$ cat src/mlpf_pkg.sv
`timescale 1ns / 1ps

package mlpf_pkg;

   localparam int DataWidth = 16;
   localparam int CsrIndexWidth = 8;
   localparam int CsrDataWidth = 48;
   localparam int TableDepth = 256;
   localparam int IndexWidth = 8;

   typedef logic signed [DataWidth-1:0] sample_type;
   typedef logic [DataWidth-1:0] act_type;
   typedef logic [IndexWidth-1:0] index_type;
   typedef logic [TableDepth-1:0][DataWidth-1:0] sig_table_type;

   typedef enum logic [CsrIndexWidth-1:0] {
      CSR_HIDDEN0 = 8'd0,
      CSR_HIDDEN1 = 8'd1,
      CSR_HIDDEN2 = 8'd2,
      CSR_OUTPUT  = 8'd3
   } csr_index_type;

   typedef struct packed {
      logic mul;
      logic index;
      logic lookup;
   } hid_en_type;

   localparam logic [63:0] QONE   = 64'h0100_0000_0000_0000;
   localparam logic [63:0] BIAS40 = 64'h0000_0100_0000_0000;
   localparam logic [63:0] MASK28 = 64'h0000_0000_0FFF_FFFF;

   function automatic logic [63:0] udiv64(logic [63:0] num, logic [63:0] den);
      logic [64:0] rem;
      logic [63:0] quo;
      int i;
      rem = '0;
      quo = '0;
      for (i = 63; i >= 0; i--) begin
         rem = {rem[63:0], num[i]};
         if (rem >= {1'b0, den}) begin
            rem = rem - {1'b0, den};
            quo[i] = 1'b1;
         end
      end
      return quo;
   endfunction

   function automatic logic [63:0] qmul(logic [63:0] a, logic [63:0] b);
      logic [63:0] a1;
      logic [63:0] a0;
      logic [63:0] b1;
      logic [63:0] b0;
      a1 = a >> 28;
      a0 = a & MASK28;
      b1 = b >> 28;
      b0 = b & MASK28;
      return a1 * b1 + ((a1 * b0 + a0 * b1) >> 28) + ((a0 * b0) >> 56);
   endfunction

   // Sigmoid table built with exact integer arithmetic during elaboration.
   function automatic sig_table_type sig_build();
      sig_table_type tbl;
      logic [63:0] term;
      logic [63:0] r;
      logic [63:0] p;
      logic [63:0] p40;
      logic [63:0] den;
      logic [63:0] num;
      logic [63:0] quo;
      int n;
      int m;
      tbl = '0;
      term = QONE;
      r = QONE;
      p = QONE;
      for (n = 1; n <= 14; n++) begin
         term = udiv64(term, 64'(16 * n));
         if ((n % 2) == 1) begin
            r = r - term;
         end else begin
            r = r + term;
         end
      end
      for (m = 0; m <= 128; m++) begin
         p40 = p >> 16;
         den = BIAS40 + p40;
         if (m <= 127) begin
            num = 64'd65535 * BIAS40;
            quo = udiv64(2 * num + den, 2 * den);
            tbl[128 + m] = quo[DataWidth-1:0];
         end
         if (m >= 1) begin
            num = 64'd65535 * p40;
            quo = udiv64(2 * num + den, 2 * den);
            tbl[128 - m] = quo[DataWidth-1:0];
         end
         p = qmul(p, r);
      end
      return tbl;
   endfunction

   localparam sig_table_type SIG_TABLE = sig_build();

   // Hidden sum is Q9.24; floor to Q4.12, saturate, and form the table index.
   function automatic index_type hid_index(logic signed [32:0] s);
      logic signed [20:0] q;
      q = 21'(s >>> 12);
      if (!q[20] && (q[19:15] != 5'b00000)) begin
         return '1;
      end else if (q[20] && (q[19:15] != 5'b11111)) begin
         return '0;
      end else begin
         return {~q[15], q[14:8]};
      end
   endfunction

   // Output sum is Q7.28; floor to Q4.12, saturate, and form the table index.
   function automatic index_type out_index(logic signed [34:0] s);
      logic signed [18:0] q;
      q = 19'(s >>> 16);
      if (!q[18] && (q[17:15] != 3'b000)) begin
         return '1;
      end else if (q[18] && (q[17:15] != 3'b111)) begin
         return '0;
      end else begin
         return {~q[15], q[14:8]};
      end
   endfunction

endpackage

$ cat src/mlpf_hidden.sv
`timescale 1ns / 1ps

module mlpf_hidden (
   input  logic                 clock,
   input  mlpf_pkg::hid_en_type en,
   input  mlpf_pkg::sample_type x_first,
   input  mlpf_pkg::sample_type x_second,
   input  logic [31:0]          weights,
   output mlpf_pkg::act_type    hidden
);

   logic signed [31:0] prod0_ff;
   logic signed [31:0] prod1_ff;
   logic signed [31:0] prod0_in;
   logic signed [31:0] prod1_in;
   mlpf_pkg::index_type index_ff;
   mlpf_pkg::index_type index_in;
   mlpf_pkg::act_type hidden_ff;
   mlpf_pkg::act_type hidden_in;

   always_comb begin
      prod0_in = x_first * $signed(weights[15:0]);
      prod1_in = x_second * $signed(weights[31:16]);
      index_in = mlpf_pkg::hid_index(33'(prod0_ff) + 33'(prod1_ff));
      hidden_in = mlpf_pkg::SIG_TABLE[index_ff];
   end

   always_ff @(posedge clock) begin
      if (en.mul) begin
         prod0_ff <= prod0_in;
         prod1_ff <= prod1_in;
      end
      if (en.index) begin
         index_ff <= index_in;
      end
      if (en.lookup) begin
         hidden_ff <= hidden_in;
      end
   end

   assign hidden = hidden_ff;

endmodule

$ cat config.mk
export PLATFORM = sky130hd
export DESIGN_NAME = mlpf_hidden
export DESIGN_NICKNAME = d
export VERILOG_FILES = /design/src/mlpf_pkg.sv /design/src/mlpf_hidden.sv
export SDC_FILE = /design/constraint.sdc
export NUM_CORES = 2
export LEC_CHECK = 0
export ABC_CLOCK_PERIOD_IN_PS = 9800
export BUFFER_PORTS_ARGS = -buffer_cell sky130_fd_sc_hd__buf_2
export CORE_MARGIN = 2
export CORE_UTILIZATION = 34
export CTS_CLUSTER_SIZE = 20
export DETAILED_ROUTE_END_ITERATION = 6
export PLACE_DENSITY = 0.46
export SYNTH_ARGS = -nofsm -noshare
export SYNTH_HDL_FRONTEND = slang
export SYNTH_SLANG_ARGS = --single-unit
$ cat constraint.sdc
create_clock -name clock -period 9.8 [get_ports clock]
set_clock_uncertainty 0.15 [all_clocks]
set_input_delay 1.47 -clock clock [delete_from_list [all_inputs] [get_ports clock]]
set_output_delay 1.47 -clock clock [all_outputs]
set_load 0.05 [all_outputs]
==> run_results.csv <==
group,metric,value,unit
hold_path,hold_depth,1,
timing,tightest_slew,1.091,ns
logic_synthesis,yosysTopAreaCell,"fa_1",
logic_synthesis,syn_area_per_cell,8.850,um2
cts,cts_num_sinks,88,
worst_setup_path,crit_type,"primary input to register",
logic_synthesis,synth_edf_count,88,
global_route,grt-ovfl-total,0,
floorplanning,ios,84,
timing,setup_tns,0,ns
worst_setup_path,worstSetupStartpointType,"primary input",
cts,h-tree-depth,3,
logic_synthesis,synth_area_leaders,"fa_1 39%, ha_1 9.9%, edfxtp_1 9.7%",
place,routabilityCongestion,0.9590,
drt,vias_per_cell,5.238,
timing,rsz0062_at_grt,"false",
cts,clkLatencyLatePin,0.38,ns
place,portBuffers,83,
logic_synthesis,ys_warn_count,0,
cts,root_buffer,"clkbuf_16",
finish,drive_above_1_share,4.888,%
cts,cts_resized,0,
place,place_hpwl,63480,um
logic_synthesis,syn-num-nets,3874,
floorplanning,die_y,286.6,um
drt,postRouteAntennaNets,0,
place,dpl_cell_area,28420,um2
job,max_cap_violations,0,
timing,setup_slack,2.287,ns
logic_synthesis,ys.flop_type,"edfxtp_1",
drt,wl_per_cell,19.63,um
global_route,grt_use_total,20.25,%
drt,firstDrtPassIters,6,
drt,vias,21367,
timing,period_share,76.66,%
logic_synthesis,syn_area,27150,um2
drt,drc_errors,0,
worst_setup_path,r2r_setup_slack,5.10,ns
logic_synthesis,synth_cell_types,81,
finish,layout_commonest_cell,"inv_1",
cts,cts_setup_buffers,0,
global_route,grt_max_degree,72,
logic_synthesis,ys_seq_elements,88,
timing,max_freq,133.1,MHz
drt,first_iter_violations,1656,
logic_synthesis,seq_area_frac_synth,9.732,%
cts,cts-hold-fix-buffers,0,
finish,final_cell_mix,"573 x inv_1, 524 x fa_1, 378 x nand2_1",
worst_setup_path,cp.arrival,7.47,ns
timing,slew_headroom,27.12,%
timing,period_minus_slack,7.513,ns
finish,instances_no_fill,4079,
drt,totalWireLength,80080,um
cts,cts_tree,"yes",
cts,cts_max_path_buffers,2,
worst_setup_path,worstSetupEndpointType,"register",
finish,area_delta_synth_final,5.811,%
cts,cts_buffers,9,
worst_setup_path,path_max_fanout,16,
logic_synthesis,synthArstFlopShare,0,%
logic_synthesis,yosys.area.top_type_share,38.63,%
global_route,grt_pass1_wl,129900,um
cts,path_clk_slew,0.07,ns
global_route,grt_pass1_vias,23468,
finish,finalInstanceArea,28730,um2
worst_setup_path,reg2regPathDepth,7,
place,place_inst,4062,
run_status,outcome,"complete, no violations",
floorplanning,core,79000,um2
floorplanning,die-area,82140,um2
timing,slew_violations,0,
hold_path,hold_path.class,"register to register",
timing,setup_viol,0,
finish,layout.nets,3829,
floorplanning,initial_core_util,34.37,%
floorplanning,rows,103,
logic_synthesis,synth_cells,3068,
global_route,antenna_found_initial,1,
worst_setup_path,required,9.76,ns
floorplanning,die_w,286.6,um
place,dpl_worst_slack,1.929,ns
timing,hold_viol_final,0,
-- worst paths after layout --
path,startpoint,end
setup / recovery,x_first[14],prod0_ff[30]
hold / removal,index_ff[7],hidden[15]
setup reg to reg,index_ff[0],hidden[3]
hold reg to reg,index_ff[7],hidden[15]
-- area by class of cell --
class                      instances  area (um2)
clock buffer                       9       225.2
fill                            8160       50270
timing repair buffer             100       543.0
tap                             1050        1314
clock inverter                     7       80.08
antenna                            1       2.502
sequential                        88        2643
inverter                         576        2162
multi-input combinational       2248       21760
-- state kept, by name (all words and copies together) (netlist names) --
| signal | flops |
|---|---|
| prod0_ff | 32 |
| prod1_ff | 32 |
| hidden | 16 |
| index_ff | 8 |
-- worst max-delay path, stage by stage --
cell	delay, ns
buf_2	0.22
and2_1	0.23
fa_1	0.53
inv_1	0.05
fa_1	0.56
fa_1	0.45
fa_1	0.57
fa_1	0.43
fa_1	0.49
inv_1	0.04
ha_1	0.35
a21o_1	0.19
a21o_1	0.17
a221o_1	0.36
a22o_1	0.18
a31oi_1	0.30
a31oi_1	0.22
a211oi_1	0.32
or3_1	0.20
o311ai_0	0.13
-- per-layer routing --
metal,up-vias,part of all wire (%),global-route usage [%]
li1,9680,-,-
met1,10918,40,24.88
met2,631,52,36.44
met3,136,4.8,2.424
met4,2,3.6,7.186
met5,-,0.016,0
-- Yosys cell counts (19+ instances only) --
cell type	count
inv_1	573
fa_1	524
nand2_1	378
and2_1	242
ha_1	214
a21oi_1	165
clkbuf_1	137
nor2_1	120
o21ai_0	109
edfxtp_1	88
xnor2_1	59
nand3_1	39
a21o_1	36
nor3_1	36
a211oi_1	28
nand2b_1	24
a31oi_1	20
xor2_1	19
-- cells by family (layout without fill, tap and decap cells) --
kind of cell | count (synthesis) | after routing | share of synthesized area [%]
multiplexers | 10 | 10 | 0.5760
buffers and inverters | 732 | 692 | 10.12
XOR/XNOR | 78 | 78 | 2.516
other | 0 | 1 | 0
flip-flops | 88 | 88 | 9.732
AND/OR/NAND/NOR | 903 | 903 | 16.00
adder cells (fa/ha/maj) | 738 | 738 | 48.50
AO/OA/AOI/OAI | 519 | 519 | 12.56
-- through the flow --
step           hold slack, ns  util [%]
6_report               0.7739     36.37
5_1_grt                0.8027     36.36
3_5_place_dp           0.7597     35.98
2_1_floorplan          0.2744         -
3_3_place_gp           0.7595     35.98
4_1_cts                0.7670     36.36
Power is left out: the tool's default activity adds up to more than one toggle a clock period on the data nets, which glitch-free logic cannot reach.
